$ cat config.mk
export PLATFORM = sky130hd
export DESIGN_NAME = line_pixel_generator_core
export DESIGN_NICKNAME = d
export VERILOG_FILES = /design/src/hdl/lpg_pkg.sv /design/src/hdl/lpg_fifo.sv /design/src/hdl/lpg_front.sv /design/src/hdl/lpg_back.sv /design/src/hdl/line_pixel_generator_core.sv
export SDC_FILE = /design/constraint.sdc
export NUM_CORES = 1
export LEC_CHECK = 0
export ABC_AREA = 1
export BUFFER_PORTS_ARGS = -buffer_cell sky130_fd_sc_hd__buf_2
export CORE_MARGIN = 2
export CORE_UTILIZATION = 60
export CTS_CLUSTER_DIAMETER = 150
export CTS_CLUSTER_SIZE = 10
export DETAILED_ROUTE_END_ITERATION = 10
export PLACE_DENSITY = 0.79
export SLEW_MARGIN = 5
export SYNTH_ARGS = -nofsm -noshare
export SYNTH_HDL_FRONTEND = slang
export SYNTH_SLANG_ARGS = --single-unit
export TNS_END_PERCENT = 20
$ cat constraint.sdc
create_clock -name clk -period 6 [get_ports clk]
set_clock_uncertainty 0.15 [all_clocks]
set_input_delay 0.6 -clock clk [delete_from_list [all_inputs] [get_ports clk]]
set_output_delay 0.6 -clock clk [all_outputs]
set_load 0.005 [all_outputs]
$ cat src/hdl/lpg_pkg.sv
`default_nettype none

package lpg_pkg;

    localparam int COORD_BITS_DEF = 11;
    localparam int QUEUE_DEPTH    = 2;

    localparam logic OP_START = 1'b0;
    localparam logic OP_STEP  = 1'b1;

    // back end status, seen by the top level checks
    typedef struct packed {
        logic active;
        logic line_load;
    } lpg_status_t;

    // width of one packed command: three flags, three coordinates, three error values
    function automatic int cmd_bits(input int cb);
        return 3 + 3 * cb + 3 * (cb + 3);
    endfunction

    function automatic int res_bits(input int cb);
        return 2 * cb + 1;
    endfunction

endpackage

`default_nettype wire

$ cat src/hdl/lpg_fifo.sv
`default_nettype none

module lpg_fifo #(
    parameter int WIDTH = 8,
    parameter int DEPTH = 2
) (
    input  wire logic             clk,
    input  wire logic             rst_n,
    input  wire logic             push,
    input  wire logic [WIDTH-1:0] wr_data,
    input  wire logic             pop,
    output logic      [WIDTH-1:0] rd_data,
    output logic                  full,
    output logic                  empty
);

    localparam int PW = (DEPTH > 1) ? $clog2(DEPTH) : 1;
    localparam int CW = $clog2(DEPTH + 1);

    logic [WIDTH-1:0] slot_reg [DEPTH];
    logic [PW-1:0]    wr_ptr_reg, wr_ptr_next;
    logic [PW-1:0]    rd_ptr_reg, rd_ptr_next;
    logic [CW-1:0]    count_reg, count_next;
    logic             do_push;
    logic             do_pop;

    assign full    = (count_reg == CW'(DEPTH));
    assign empty   = (count_reg == '0);
    assign do_push = push && !full;
    assign do_pop  = pop && !empty;
    assign rd_data = slot_reg[rd_ptr_reg];

    always_comb
    begin
        wr_ptr_next = wr_ptr_reg;
        rd_ptr_next = rd_ptr_reg;
        count_next  = count_reg;
        if (do_push)
        begin
            wr_ptr_next = (wr_ptr_reg == PW'(DEPTH - 1)) ? '0 : wr_ptr_reg + 1'b1;
        end
        if (do_pop)
        begin
            rd_ptr_next = (rd_ptr_reg == PW'(DEPTH - 1)) ? '0 : rd_ptr_reg + 1'b1;
        end
        if (do_push && !do_pop)
        begin
            count_next = count_reg + 1'b1;
        end
        else if (do_pop && !do_push)
        begin
            count_next = count_reg - 1'b1;
        end
    end

    always_ff @(posedge clk or negedge rst_n)
    begin
        if (!rst_n)
        begin
            wr_ptr_reg <= '0;
            rd_ptr_reg <= '0;
            count_reg  <= '0;
        end
        else
        begin
            wr_ptr_reg <= wr_ptr_next;
            rd_ptr_reg <= rd_ptr_next;
            count_reg  <= count_next;
        end
    end

    always_ff @(posedge clk)
    begin
        if (do_push)
        begin
            slot_reg[wr_ptr_reg] <= wr_data;
        end
    end

endmodule

`default_nettype wire

$ cat src/hdl/lpg_front.sv
`default_nettype none

module lpg_front #(
    parameter int COORD_BITS = 11
) (
    input  wire logic                                    op,
    input  wire logic [COORD_BITS-1:0]                   x_start,
    input  wire logic [COORD_BITS-1:0]                   y_start,
    input  wire logic [COORD_BITS-1:0]                   x_end,
    input  wire logic [COORD_BITS-1:0]                   y_end,
    output logic      [lpg_pkg::cmd_bits(COORD_BITS)-1:0] cmd
);

    import lpg_pkg::*;

    localparam int CB = COORD_BITS;
    localparam int E  = CB + 3;

    typedef struct packed {
        logic                is_step;
        logic                major_is_y;
        logic                minor_dir_neg;
        logic [CB-1:0]       cur_x;
        logic [CB-1:0]       cur_y;
        logic [CB-1:0]       major_end;
        logic signed [E-1:0] err_init;
        logic signed [E-1:0] inc_up;
        logic signed [E-1:0] inc_dn;
    } cmd_t;

    cmd_t          c;
    logic          gt_x, lt_x, gt_y, lt_y;
    logic [CB-1:0] adx, ady, minor_d, major_d;
    logic          major_y, swap;
    logic [E-1:0]  twice_minor, twice_major;

    always_comb
    begin
        gt_x = x_start > x_end;
        lt_x = x_start < x_end;
        gt_y = y_start > y_end;
        lt_y = y_start < y_end;
        adx  = gt_x ? (x_start - x_end) : (x_end - x_start);
        ady  = gt_y ? (y_start - y_end) : (y_end - y_start);

        // ties go to the y axis, a single point included
        major_y = !(ady < adx);
        swap    = major_y ? gt_y : gt_x;
        minor_d = major_y ? adx : ady;
        major_d = major_y ? ady : adx;

        twice_minor = {2'b00, minor_d, 1'b0};
        twice_major = {2'b00, major_d, 1'b0};

        c.is_step       = (op == OP_STEP);
        c.major_is_y    = major_y;
        c.cur_x         = swap ? x_end : x_start;
        c.cur_y         = swap ? y_end : y_start;
        c.major_end     = major_y ? (swap ? y_start : y_end) : (swap ? x_start : x_end);
        c.minor_dir_neg = major_y ? (swap ? lt_x : gt_x) : (swap ? lt_y : gt_y);
        c.inc_up        = $signed(twice_minor);
        c.inc_dn        = $signed(twice_minor - twice_major);
        c.err_init      = $signed(twice_minor - {3'b000, major_d});
    end

    assign cmd = c;

endmodule

`default_nettype wire

$ cat src/hdl/lpg_back.sv
`default_nettype none

module lpg_back #(
    parameter int COORD_BITS = 11
) (
    input  wire logic                                    clk,
    input  wire logic                                    rst_n,
    input  wire logic                                    cmd_empty,
    input  wire logic [lpg_pkg::cmd_bits(COORD_BITS)-1:0] cmd,
    output logic                                         cmd_pop,
    input  wire logic                                    res_full,
    output logic                                         res_push,
    output logic      [lpg_pkg::res_bits(COORD_BITS)-1:0] res,
    output lpg_pkg::lpg_status_t                         status
);

    import lpg_pkg::*;

    localparam int CB = COORD_BITS;
    localparam int E  = CB + 3;

    typedef struct packed {
        logic                is_step;
        logic                major_is_y;
        logic                minor_dir_neg;
        logic [CB-1:0]       cur_x;
        logic [CB-1:0]       cur_y;
        logic [CB-1:0]       major_end;
        logic signed [E-1:0] err_init;
        logic signed [E-1:0] inc_up;
        logic signed [E-1:0] inc_dn;
    } cmd_t;

    cmd_t c;

    logic                active_reg, active_next;
    logic                major_is_y_reg, major_is_y_next;
    logic                minor_dir_neg_reg, minor_dir_neg_next;
    logic [CB-1:0]       cur_x_reg, cur_x_next;
    logic [CB-1:0]       cur_y_reg, cur_y_next;
    logic [CB-1:0]       major_end_reg, major_end_next;
    logic signed [E-1:0] inc_up_reg, inc_up_next;
    logic signed [E-1:0] inc_dn_reg, inc_dn_next;
    logic signed [E-1:0] err_reg, err_next;
    logic                last;
    logic [CB-1:0]       minor_cur, minor_stepped;

    assign c       = cmd;
    assign cmd_pop = !cmd_empty && !res_full;
    assign last    = major_is_y_reg ? (cur_y_reg == major_end_reg)
                                    : (cur_x_reg == major_end_reg);

    assign minor_cur     = major_is_y_reg ? cur_x_reg : cur_y_reg;
    assign minor_stepped = minor_dir_neg_reg ? (minor_cur - 1'b1) : (minor_cur + 1'b1);

    assign res_push = cmd_pop && c.is_step && active_reg;
    assign res      = {cur_x_reg, cur_y_reg, last};

    assign status.active    = active_reg;
    assign status.line_load = cmd_pop && !c.is_step;

    always_comb
    begin
        active_next        = active_reg;
        major_is_y_next    = major_is_y_reg;
        minor_dir_neg_next = minor_dir_neg_reg;
        cur_x_next         = cur_x_reg;
        cur_y_next         = cur_y_reg;
        major_end_next     = major_end_reg;
        inc_up_next        = inc_up_reg;
        inc_dn_next        = inc_dn_reg;
        err_next           = err_reg;
        if (cmd_pop)
        begin
            if (!c.is_step)
            begin
                // a new line drops whatever line was in progress
                active_next        = 1'b1;
                major_is_y_next    = c.major_is_y;
                minor_dir_neg_next = c.minor_dir_neg;
                cur_x_next         = c.cur_x;
                cur_y_next         = c.cur_y;
                major_end_next     = c.major_end;
                inc_up_next        = c.inc_up;
                inc_dn_next        = c.inc_dn;
                err_next           = c.err_init;
            end
            else if (active_reg)
            begin
                if (last)
                begin
                    active_next = 1'b0;
                end
                else
                begin
                    if (err_reg > 0)
                    begin
                        err_next = err_reg + inc_dn_reg;
                        if (major_is_y_reg)
                        begin
                            cur_x_next = minor_stepped;
                        end
                        else
                        begin
                            cur_y_next = minor_stepped;
                        end
                    end
                    else
                    begin
                        err_next = err_reg + inc_up_reg;
                    end
                    if (major_is_y_reg)
                    begin
                        cur_y_next = cur_y_reg + 1'b1;
                    end
                    else
                    begin
                        cur_x_next = cur_x_reg + 1'b1;
                    end
                end
            end
        end
    end

    always_ff @(posedge clk or negedge rst_n)
    begin
        if (!rst_n)
        begin
            active_reg        <= 1'b0;
            major_is_y_reg    <= 1'b0;
            minor_dir_neg_reg <= 1'b0;
            cur_x_reg         <= '0;
            cur_y_reg         <= '0;
            major_end_reg     <= '0;
            inc_up_reg        <= '0;
            inc_dn_reg        <= '0;
            err_reg           <= '0;
        end
        else
        begin
            active_reg        <= active_next;
            major_is_y_reg    <= major_is_y_next;
            minor_dir_neg_reg <= minor_dir_neg_next;
            cur_x_reg         <= cur_x_next;
            cur_y_reg         <= cur_y_next;
            major_end_reg     <= major_end_next;
            inc_up_reg        <= inc_up_next;
            inc_dn_reg        <= inc_dn_next;
            err_reg           <= err_next;
        end
    end

endmodule

`default_nettype wire

$ cat src/hdl/line_pixel_generator_core.sv
// channel   | transaction                       | fields
// ----------+-----------------------------------+-----------------------------------------
// input     | push high and full low at clk     | op, x_start, y_start, x_end, y_end
// result    | pop high and empty low at clk     | pixel_x, pixel_y, last_pixel
//
// one item a cycle sustained while the result queue has room; the error update in the back end sets the pace
// a pixel is written to the result queue in the same cycle that its step item is popped from the command queue
// and can be popped at the next edge; a start item gives no result
// both queues are two deep, so a stalled result side fills them and then
// raises full; rst_n clears the queues and drops any line in progress

`default_nettype none

module line_pixel_generator_core #(
    parameter int COORD_BITS = lpg_pkg::COORD_BITS_DEF
) (
    input  wire logic                  clk,
    input  wire logic                  rst_n,
    input  wire logic                  push,
    output logic                       full,
    input  wire logic                  op,
    input  wire logic [COORD_BITS-1:0] x_start,
    input  wire logic [COORD_BITS-1:0] y_start,
    input  wire logic [COORD_BITS-1:0] x_end,
    input  wire logic [COORD_BITS-1:0] y_end,
    output logic                       empty,
    input  wire logic                  pop,
    output logic      [COORD_BITS-1:0] pixel_x,
    output logic      [COORD_BITS-1:0] pixel_y,
    output logic                       last_pixel
);

    import lpg_pkg::*;

    localparam int CMD_W = cmd_bits(COORD_BITS);
    localparam int RES_W = res_bits(COORD_BITS);

    logic [CMD_W-1:0] front_cmd;
    logic [CMD_W-1:0] queued_cmd;
    logic             cmd_empty;
    logic             cmd_pop;
    logic [RES_W-1:0] back_res;
    logic [RES_W-1:0] head_res;
    logic             res_full;
    logic             res_push;
    lpg_status_t      status;

    lpg_front #(
        .COORD_BITS(COORD_BITS)
    ) u_front (
        .op      (op),
        .x_start (x_start),
        .y_start (y_start),
        .x_end   (x_end),
        .y_end   (y_end),
        .cmd     (front_cmd)
    );

    lpg_fifo #(
        .WIDTH(CMD_W),
        .DEPTH(QUEUE_DEPTH)
    ) u_cmd_queue (
        .clk     (clk),
        .rst_n   (rst_n),
        .push    (push),
        .wr_data (front_cmd),
        .pop     (cmd_pop),
        .rd_data (queued_cmd),
        .full    (full),
        .empty   (cmd_empty)
    );

    lpg_back #(
        .COORD_BITS(COORD_BITS)
    ) u_back (
        .clk       (clk),
        .rst_n     (rst_n),
        .cmd_empty (cmd_empty),
        .cmd       (queued_cmd),
        .cmd_pop   (cmd_pop),
        .res_full  (res_full),
        .res_push  (res_push),
        .res       (back_res),
        .status    (status)
    );

    lpg_fifo #(
        .WIDTH(RES_W),
        .DEPTH(QUEUE_DEPTH)
    ) u_res_queue (
        .clk     (clk),
        .rst_n   (rst_n),
        .push    (res_push),
        .wr_data (back_res),
        .pop     (pop),
        .rd_data (head_res),
        .full    (res_full),
        .empty   (empty)
    );

    assign pixel_x    = head_res[RES_W-1 -: COORD_BITS];
    assign pixel_y    = head_res[COORD_BITS:1];
    assign last_pixel = head_res[0];

`ifndef SYNTH
    a_no_push_when_full: assert property (@(posedge clk) disable iff (!rst_n)
        !(res_push && res_full))
        else $error("result pushed into a full result queue");

    a_load_sets_active: assert property (@(posedge clk) disable iff (!rst_n)
        status.line_load |=> status.active)
        else $error("line not active after a start transaction");

    a_last_ends_line: assert property (@(posedge clk) disable iff (!rst_n)
        (res_push && back_res[0]) |=> !status.active)
        else $error("line still active after its final pixel");

    a_result_needs_line: assert property (@(posedge clk) disable iff (!rst_n)
        res_push |-> (status.active && cmd_pop))
        else $error("pixel produced without an active line");
`endif

endmodule

`default_nettype wire

# == Yosys cells after proc, flatten, opt, wreduce, memory -nomap -nowiden ==
# Memory sizes are Yosys's and may differ from the RTL's.
# Cells that the tools add are included.
# word_totals
regBits,86
mem_bits_rw,196
inputBits,49
output_inout_bits,25
memories,2
# op_classes
n_addsub,20
n_lt_le_gt_ge,6
eq_ne,8
n_mux,44
bitwise_logic,1
reduce_logical,28
# memory_table
name,depth,width,rd,rd_ports_with_merged_regs,wr,line,text
u_cmd_queue.slot_reg,2,75,1,0,1,lpg_fifo.sv:20,logic [WIDTH-1:0] slot_reg [DEPTH];
u_res_queue.slot_reg,2,23,1,0,1,lpg_fifo.sv:20,
# op_table
op,n
$mux 11,20
$mux 14,4
$sub 11x11->11,4
$add 11x1->11 const B,3
$lt 11x11->1,3
$add 14x14->14,2
$eq 11x11->1,2
$gt 11x11->1,2
$mux 1,16
$gt 14x1->1 const B,1
$sub 12x11->13,1
$sub 12x12->13,1
$logic_and 1x1->1,11
$sub 11x1->11 const B,1
$logic_not 1->1,9
$mux 2,4
$reduce_and 4->1,2
$ne 3x3->1 const B,2
$add 1x1->1 const B,4
$add 2x1->2 const B,2
$eq 2x2->1 const B,2
$logic_not 2->1,2
$ne 2x2->1 const B,2
$reduce_bool 2->1,2
4 further kinds,5

# == Depth between registers and ports, before layout ==
# Gate-level depths: netlist (run 1).
# logic_depth
ltp_word,10
ltp_mapped,37

# == Hierarchy ==
# From an unflattened synthesis (run 1), not the netlist that was laid out.
# unflattened
cells_unflattened,2447
area_unflattened_um2,18775.5
# by_module_without_submodules
module,instances,cells_each,area_each_um2,seq_area_each_um2
lpg_back,1,918,6003.3,1951.9
lpg_fifo (u_cmd_queue),1,439,5903.2,4784.6
lpg_front,1,938,4959.8,0.0
lpg_fifo (u_res_queue),1,152,1909.3,1481.4

# == Worst setup path after synthesis (run 1) ==
# No wires, ideal clock.
# synth_timing
path_kind,input to register
start,input port y_start[2]
end,memory u_cmd_queue.slot_reg[0][36] (netlist name) (data pin)
setup_ns,0.256
arrival_time_ns,4.659
t_required_ns,5.594
path_slack_ns,0.934
stages,36
n_path_buf,4
cell_sequence,inv_1 ha_1 buf_4 nand2_1 nand2_1 inv_1 nand2_1 nand3_1 nand3_2 nand2_4 buf_6 nand2_1 nand2_1 inv_1 ha_1 nand2_1 nor2_1 inv_1 nor2_1 nand2_1 nand3_2 inv_2 buf_6 buf_4 nand2_1 nand2_2 ha_1 nand2_1 o21ai_0 nand3_1 nand2_1 nand3_2 nand2_2 nand2_1 nand3_1 nand2_1
# synth_via
elab_chain_len,5
word_cells_on_any_way,8
# synth_rtl
item,line,text
from (decl),line_pixel_generator_core.sv:23,"input wire logic [COORD_BITS-1:0] y_start,"
$sub 11x11->11 or $gt 11x11->1 (tied branches),"lpg_front.sv:44, lpg_front.sv:41",
$mux 11 (*),lpg_front.sv:44,ady = gt_y ? (y_start - y_end) : (y_end - y_start);
$lt 11x11->1,lpg_front.sv:47,major_y = !(ady < adx);
$mux 11 (*),lpg_front.sv:49,minor_d = major_y ? adx : ady;
net front_cmd[16],line_pixel_generator_core.sv:38,logic [CMD_W-1:0] front_cmd;
$sub 12x11->13 (*),lpg_front.sv:63,"c.err_init = $signed(twice_minor - {3'b000, major_d});"
net front_cmd[39],line_pixel_generator_core.sv:38,
to (decl),lpg_fifo.sv:20,
# The timed path passes the listed nets; every way through them passes the cells marked *.

# == Worst setup path in the final report (run 1) ==
# layout_timing
start,input port y_start[6]
end,memory u_cmd_queue.slot_reg[0][39] (netlist name) (data pin)
# layout_via
elab_chain_len,6
word_cells_on_any_way,9
# layout_rtl
item,line,text
$sub 11x11->11 or $gt 11x11->1 (tied branches),"lpg_front.sv:44, lpg_front.sv:41",
$mux 11,lpg_front.sv:44,
$lt 11x11->1,lpg_front.sv:47,
$mux 1,lpg_front.sv:48,swap = major_y ? gt_y : gt_x;
$mux 11,lpg_front.sv:59,c.major_end = major_y ? (swap ? y_start : y_end) : (swap ? x_start : x_end);
$mux 11 (*),lpg_front.sv:59,
net front_cmd[42],line_pixel_generator_core.sv:38,
# Marked as above.

==> flow_summary.toml, run 1 <==
[sta]
timing.final.max_slew_violations = 0
period_share_pct = 90.2
clock.fmax_ghz = 0.185
rsz0062_at_grt = "false"
setup_tns_ns = 0
layout_min_cycle_time_ns = 5.41
fin_ws_ns = 0.586
finalHoldViolations = 0
worst_slew_pin_slew_ns = 1.15
relSlewSlack_pct = 23.0
finalSetupViolCount = 0

[worst_hold_path]
hold_start = "op"
hold_end = "u_cmd_queue.slot_reg[1][74]"
hold_depth = 1
hp-class = "input port to flip-flop"

[power_and_ir_drop]
power_density_nw_per_um2 = 644
ir_worst_vdd_mv = 0.302
power_leakage_nw = 8.63

[clocking]
cts.sinks = 271
cts_buffers = 31
clk_path_buf_depth = 3
clk_pin_slew_ns = 0.05
cts_tree = "yes"
root_buffer = "clkbuf_16"
htreeDepth = 1
postCtsSetupBuffers = 0
clock_latency_ns = 0.54

[die]
die_h_um = 172
core_area_sq_um = 27800
boundaryPins = 74
rows = 61
die_width_um = 172
die-area_sq_um = 29600
start_util_pct = 61.0

[placement]
port_buffers = 73
hpwl_um = 34900
place_area_sq_um = 17700
place_inst = 2485
finalWeightedCongestion = 1.00
dp_slack_ns = 0.156

[yosys]
synth_top_family_by_area = "simple AND/OR/NAND/NOR gates"
synth-edff-count = 190
synthAdderAreaFrac_pct = 7.17
netlist_instances = 2076
yosysWarnings = 0
synth_largest_area_cell = "edfxtp_1"
ys_ff_latch = 271
synth_most_common_cell = "nand2_1"
synthMuxAreaShare_pct = 0.118
synth_cell_types = 55
synth_area_leaders = "edfxtp_1 34%, nand2_1 15%, dfrtp_1 12%"
synth_xor_xnor_area_share_pct = 4.23
syn_nets = 2218
async_flop_share_pct = 29.9
synth_top_flop_cell = "edfxtp_1"
synth_compound_area_share_pct = 11.3
avgSynthCellArea_sq_um = 8.17
yosysTopAreaCellShare_pct = 33.6
synthesis.area_sq_um = 17000
synth_commonest_cells = "662 x nand2_1, 201 x inv_1, 190 x edfxtp_1"
synthSimpleGateAreaFrac_pct = 24.9
ys_seq_area_share_pct = 45.6

[finish]
fin_util_pct = 67.1
syn_to_final_growth_pct = 9.84
nFillCells = 2333
fin_nets = 2283
regArea_sq_um = 7730
drive_above_1_share_pct = 9.52
final_cell_area_sq_um = 18600
largest_register_ffs = 144
diodes = 0
multi_input_area_sq_um = 8140
fin_cells = 2543

[worst_setup_path]
r2r-end = "u_back.err_reg[13]"
cp_data_arrival_time_ns = 5.52
cp-end-kind = "flip-flop"
cp.required_ns = 6.10
crit_type = "input port to flip-flop"
cp_max_fo = 22
rrSetupSlack_ns = 2.08
reg2reg_depth = 19
startpoint_type = "input port"
rr_startpoint = "u_back.err_reg[2]"

[routing]
drt-wirelength-per-cell_um = 18.6
ant_nets = 0
viasPerCell = 5.73
drt_wl_total_um = 47200
drc = 0
vias = 14600
dr.pass1.iters = 6
first_iter_violations = 1315

[global_route]
grt_use_total_pct = 32.2
gr-total-overflow = 0
antenna_found_initial = 0
grt_max_degree = 75
grt_pass1_wl_um = 73200
first_global_vias = 13700

[job]
maxCapViolCount = 0

[status]
status = "complete, no violations"
[power breakdown]
part / switching, mW / total [mW] / internal (mW) / leakage (nW)
logic: 4.48 / 6.69 / 2.20 / 5.51
clock network: 0.682 / 1.65 / 0.965 / 0.416
registers: 0.460 / 3.67 / 3.21 / 2.70
total: 5.63 / 12.0 / 6.37 / 8.63
[timing repair]
action	4_1_cts	5_1_grt
endpoints found under the hold margin	7	0
hold buffers	1	0
gates resized for setup	0	0
[logic make-up (layout without fill, tap and decap cells)]
logic type                 after synthesis  after routing
and+or+nand+nor                       1007           1007
AOI/OAI and AO/OA                      340            340
buffers and inverters                  281            370
DFF                                    271            271
adders and majority gates               93             93
xor gates and xnor gates                82             82
muxes                                    2              2
[cell usage in the layout (no fill, tap or decap), drive strengths merged, types with 2 or more instances in the layout]
| cell type | instances |
|---|---|
| ha | 86 |
| buf | 105 |
| xnor2 | 17 |
| inv | 207 |
| o21bai | 3 |
| nor2 | 139 |
| nor4 | 5 |
| o211ai | 15 |
| nor3 | 11 |
| o21ai | 154 |
| nand3 | 138 |
| o21a | 5 |
| o31ai | 4 |
| nand4 | 17 |
| xor2 | 65 |
| fa | 7 |
| a2bb2oi | 2 |
| o22ai | 2 |
| edfxtp | 190 |
| mux2i | 2 |
| a21oi | 101 |
| a31oi | 40 |
| nand3b | 3 |
| nand2 | 687 |
| a21boi | 4 |
| or2 | 7 |
| a21o | 4 |
| clkbuf | 56 |
| dfrtp | 81 |
[cell type report]
class / count / share of cell area [%]
clock buffers: 56 / 4.67
well taps: 378 / 2.54
repair buffers: 106 / 3.39
clock inverters: 1 / 0.0470
flip-flops and latches: 271 / 41.5
inverters: 207 / 4.17
multi-input cells: 1524 / 43.7
[layer usage]
| metal | global-route usage, % | wire length (um) |
|---|---|---|
| met1 | 43.1 | 20000 |
| met2 | 54.7 | 22700 |
| met4 | 12.2 | 1680 |
| met5 | 0 | 0 |
| met3 | 3.14 | 2790 |
[critical path, cell delays in order]
cell	delay, ns
buf_2	0.10
inv_1	0.05
ha_1	0.43
nand2_1	0.17
nor2_1	0.31
nand3_1	0.14
nand3_2	0.11
nand2_4	0.14
inv_1	0.21
nand2_1	0.10
nand2_1	0.17
inv_1	0.07
ha_1	0.38
nand2_1	0.11
nor2_1	0.21
inv_1	0.06
nor2_1	0.12
nand2_1	0.10
nand3_2	0.14
inv_2	0.14
buf_4	0.24
nor2_1	0.14
inv_1	0.05
nand2_1	0.07
inv_1	0.31
buf_4	0.29
o21ai_0	0.36
nand2_1	0.16
[worst max path at each step]
stage                     slack [ns]                           to  startpoint
after CTS                       0.72  u_cmd_queue.slot_reg[0][39]  y_start[6]
final                           0.59  u_cmd_queue.slot_reg[0][39]  y_start[6]
after floorplan                 0.93  u_cmd_queue.slot_reg[0][36]  y_start[2]
after global placement          0.18  u_cmd_queue.slot_reg[0][35]  y_start[6]
after global routing            0.17  u_cmd_queue.slot_reg[0][34]  y_start[6]
after detailed placement        0.16  u_cmd_queue.slot_reg[0][39]  y_start[6]
[per-stage QoR]
| step | hold slack (ns) | total power, mW |
|---|---|---|
| floorplan | 0.154 | 8.30 |
| global placement | 0.276 | 9.97 |
| detailed placement | 0.276 | 10.2 |
| CTS | 0.0973 | 11.9 |
| global route | 0.0995 | 12.9 |
| finish | 0.113 | 12.0 |
Note: power is estimated with default switching activity, not from simulation.
==> run 2, diff against run 1 <==
--- a/config.mk
+++ b/config.mk
@@ -13,6 +13,7 @@
 export CTS_CLUSTER_SIZE = 10
 export DETAILED_ROUTE_END_ITERATION = 10
 export PLACE_DENSITY = 0.79
+export RECOVER_POWER = 100
 export SLEW_MARGIN = 5
 export SYNTH_ARGS = -nofsm -noshare
 export SYNTH_HDL_FRONTEND = slang
==> flow_summary.toml, run 2 (synthesized netlist as in run 1, its figures left out) <==
[status]
status = "complete, but fails checks"
violations = "max-capacitance violations, max-slew violations"

[worst_setup_path]
critPathBufInv = 7
cp_max_fo = 16
r2r-end = "u_cmd_queue.slot_reg[0][44]"
critPathMostFrequentCell = "nand2_1"
reg2reg_depth = 4
rr_startpoint = "u_cmd_queue.count_reg[1]"
crit_type = "input port to flip-flop"
crit_family = "simple AND/OR/NAND/NOR gates"
cp_data_arrival_time_ns = 5.64
rrSetupSlack_ns = 1.36
cp-end-kind = "flip-flop"
startpoint_type = "input port"
cp.required_ns = 6.14
critPathMaxStageDelay_ns = 0.43
cp_slowest_cell = "ha_1"

[finish]
fin_cells = 2543
diodes = 0
fin_nets = 2283
syn_to_final_growth_pct = 9.05
final_common_cell = "nand2_1"
final_cell_mix = "667 x nand2_1, 202 x inv_1, 190 x edfxtp_1, 142 x o21ai_0, 131 x nand3_1"
largest_register_ffs = 144
drive_above_1_share_pct = 7.34

[global_route]
antenna_found_initial = 0
grt_pass1_wl_um = 73200
grt_max_degree = 75
gr-total-overflow = 0
first_global_vias = 13700
grt_use_total_pct = 32.2

[sta]
setup_tns_ns = 0
relSlewSlack_pct = -191
clock.fmax_ghz = 0.182
finalHoldViolations = 0
finalSetupViolCount = 0
period_share_pct = 91.7
timing.final.max_slew_violations = 387
worst_slew_pin_slew_ns = 4.37
layout_min_cycle_time_ns = 5.50
rsz0062_at_grt = "false"
whs_ns = 0.144

[worst_hold_path]
hold_start = "op"
hold_end = "u_cmd_queue.slot_reg[1][74]"
hp-class = "input port to flip-flop"
hold_depth = 1

[power_and_ir_drop]
ir_worst_vdd_mv = 0.300
power_leakage_nw = 8.51
power_density_nw_per_um2 = 646

[routing]
drt_wl_total_um = 47100
ant_nets = 0
top_layer = "met4"
met1_length_um = 19600
viasPerCell = 5.72
wl_met2_um = 22700
wl_met3_um = 3110
drt-wirelength-per-cell_um = 18.5
dr.pass1.iters = 5
first_iter_violations = 1285
drc = 0
vias = 14600

[clocking]
cts_tree = "yes"
cts_buffers = 31
htreeDepth = 1
cts_resized = 0
holdBufCountCts = 1
cts.sinks = 271
postCtsSetupBuffers = 0
root_buffer = "clkbuf_16"
clk_path_buf_depth = 3
clk_pin_slew_ns = 0.05
clock_latency_ns = 0.54

[placement]
hpwl_um = 34900
place_inst = 2485
finalWeightedCongestion = 1.00
port_buffers = 73

[die]
core_area_sq_um = 27800
die_width_um = 172
start_util_pct = 61.0
die-area_sq_um = 29600
die_h_um = 172
boundaryPins = 74
rows = 61

[job]
maxCapViolCount = 7
-- run 2: area by class of cell --
cell class              instances  area (sq um)
inverters                     207           777
clock inverters                 1          8.76
multi-input cells            1524          8080
repair buffers                106           552
clock buffers                  56           870
flip-flops and latches        271          7730
well taps                     378           473
fillers                      2376          9290
-- run 2: per-layer routing --
layer / global-route usage (%) / vias to the layer above
li1: - / 7020
met1: 43.1 / 6878
met2: 54.7 / 568
met3: 3.14 / 91
met4: 12.2 / 0
met5: 0 / -
-- run 2: report_power, final --
part | internal [mW] | switching, mW
Clock | 0.965 | 0.678
Combinational | 2.15 | 4.46
Sequential | 3.24 | 0.452
Total | 6.36 | 5.59
-- run 2: worst register-to-register path, cell delays in order (launching register included) --
cell	delay [ns]
dfrtp_1	0.38
inv_1	0.10
o21ai_0	0.23
nor2_4	0.14
clkbuf_1	3.04
-- run 2: worst max path at each step --
stage,cells after the start,start,end,slack [ns]
2_1_floorplan,36,y_start[2],u_cmd_queue.slot_reg[0][36],0.93
3_3_place_gp,29,y_start[6],u_cmd_queue.slot_reg[0][35],0.18
3_5_place_dp,28,y_start[6],u_cmd_queue.slot_reg[0][39],0.16
4_1_cts,28,y_start[6],u_cmd_queue.slot_reg[0][39],0.72
5_1_grt,29,y_start[6],u_cmd_queue.slot_reg[1][38],0.09
6_report,30,y_start[6],u_cmd_queue.slot_reg[1][36],0.50
-- run 2: stage by stage --
step           setup slack (ns)  power [mW]  util, %  instance area [sq um]
6_report                  0.497        11.9     66.6                  18500
2_1_floorplan             0.934        8.30        -                  17000
3_3_place_gp              0.176        9.97     63.8                  17700
3_5_place_dp              0.156        10.2     63.8                  17700
4_1_cts                   0.717        11.9     67.0                  18600
5_1_grt                  0.0938        12.9     66.6                  18500
==> run 3, diff against run 2 <==
--- a/config.mk
+++ b/config.mk
@@ -17,5 +17,6 @@
 export SLEW_MARGIN = 5
 export SYNTH_ARGS = -nofsm -noshare
 export SYNTH_HDL_FRONTEND = slang
+export SYNTH_HIERARCHICAL = 1
 export SYNTH_SLANG_ARGS = --single-unit
 export TNS_END_PERCENT = 20
==> flow_summary.toml, run 3 <==
[status]
status = "complete, but fails checks"
violations = "max-capacitance violations, max-slew violations"

[die]
boundaryPins = 74
core_area_sq_um = 30700
start_util_pct = 61.2
rows = 64
die_width_um = 181
die_h_um = 181
die-area_sq_um = 32700

[clocking]
htreeDepth = 2
clk_pin_slew_ns = 0.06
cts_tree = "yes"
cts_buffers = 34
clock_latency_ns = 0.52
clk_path_buf_depth = 3
cts.sinks = 288
postCtsSetupBuffers = 0
root_buffer = "clkbuf_16"

[yosys]
avgSynthCellArea_sq_um = 7.67
synthesis.area_sq_um = 18800
netlist_instances = 2446
yosysWarnings = 6

[routing]
dr.pass1.iters = 8
wl_met2_um = 23600
met1_length_um = 21600
vias = 16400
wl_met3_um = 3620
ant_nets = 0
drc = 0
viasPerCell = 5.61
top_layer = "met4"
drt_wl_total_um = 51100
first_iter_violations = 1520
drt-wirelength-per-cell_um = 17.5

[finish]
diodes = 0
final_common_cell = "nand2_1"
syn_to_final_growth_pct = 7.19
largest_register_ffs = 156
final_cell_mix = "1086 x nand2_1, 241 x inv_1, 202 x edfxtp_1, 186 x nand3_1, 101 x nor2_1"
fin_nets = 2644
final_cell_area_sq_um = 20100
drive_above_1_share_pct = 6.94
fin_util_pct = 65.6

[worst_setup_path]
cp_max_fo = 50
cp_data_arrival_time_ns = 5.91
cp.required_ns = 6.28
rrSetupSlack_ns = 0.37
startpoint_type = "flip-flop"
cp-end-kind = "flip-flop"
crit_type = "flip-flop to flip-flop"

[sta]
finalSetupViolCount = 0
clock.fmax_ghz = 0.177
layout_min_cycle_time_ns = 5.63
setup_tns_ns = 0
relSlewSlack_pct = -49.9
period_share_pct = 93.9
whs_ns = 0.166
rsz0062_at_grt = "false"
finalHoldViolations = 0
worst_slew_pin_slew_ns = 2.25
timing.final.max_slew_violations = 277

[job]
maxCapViolCount = 6

[power_and_ir_drop]
combPwrFrac_pct = 53.6
seqPwrFrac_pct = 31.3
power_density_nw_per_um2 = 610
switchingPower_mw = 5.81
power_leakage_nw = 10.2
ir_worst_vdd_mv = 0.249
internal_power_mw = 6.47
report.power.total_mw = 12.3
clockPowerShare_pct = 15.0
switching_share_pct = 47.3

[placement]
port_buffers = 73
hpwl_um = 37700
finalWeightedCongestion = 0.960
place_area_sq_um = 19300

[global_route]
grt_use_total_pct = 31.1
gr-total-overflow = 0
grt_pass1_wl_um = 81000
antenna_found_initial = 0
first_global_vias = 15500
grt_max_degree = 71

[worst_hold_path]
hp-class = "input port to flip-flop"
## run 3: area by class of cell
| class | instances | area, sq um |
|---|---|---|
| clock buffers | 57 | 947 |
| clock inverters | 3 | 33.8 |
| fillers | 2612 | 10600 |
| inverters | 253 | 955 |
| multi-input cells | 1818 | 8910 |
| flip-flops and latches | 288 | 8220 |
| well taps | 396 | 495 |
| repair buffers | 103 | 556 |
## run 3: worst max-delay path, stage by stage, from the launching register on
cell and delay [ns]:
dfrtp_2 0.67, clkinvlp_2 0.92, nand2_1 0.23, nand2_1 0.45, buf_4 0.39, nor2_4 0.90
inv_2 0.58, nand2_2 0.48, clkbuf_4 0.44, nand3_1 0.18, nand2_1 0.11
## run 3: through the flow
| step | worst slack (ns) | cells |
|---|---|---|
| after CTS | 0.607 | 2918 |
| after global routing | 0.0571 | 2918 |
| after detailed placement | 0.0980 | 2857 |
| after floorplan | 0.871 | 2449 |
| final | 0.365 | 2918 |
| after global placement | 0.198 | 2857 |
## run 3: metal layers
metal	up-vias	GRT usage, %
li1	7958	-
met1	7623	42.5
met2	659	51.1
met3	119	2.98
met4	0	13.2
met5	-	0
## run 3: power groups by stage
stage	Sequential (mW)	Clock, mW	Combinational (mW)
after floorplan	3.64	0	4.98
after global placement	3.81	0	6.39
after detailed placement	3.85	0	6.59
after CTS	3.83	1.87	6.65
after global routing	3.93	1.95	7.35
final	3.85	1.85	6.58
## run 3: final timing paths
kind | startpoint | end | cells past startpoint
max | u_cmd_queue/rd_ptr_reg | u_back/cur_y_reg[6] | 10
min | op | u_cmd_queue/slot_reg[0][77] | 1
max reg2reg | u_cmd_queue/rd_ptr_reg | u_back/cur_y_reg[6] | 10
min reg2reg | u_back/inc_up_reg[10] | u_back/inc_up_reg[10] | 2
max in group asynchronous | rst_n | u_cmd_queue/rd_ptr_reg | 3
min in group asynchronous | rst_n | u_back/cur_y_reg[9] | 2
## run 3: repair_timing
item / CTS / global route
setup endpoints to repair: 0 / 0
hold buffers: 1 / 0
endpoints found under the hold margin: 16 / 0
gates resized for setup: 0 / 0
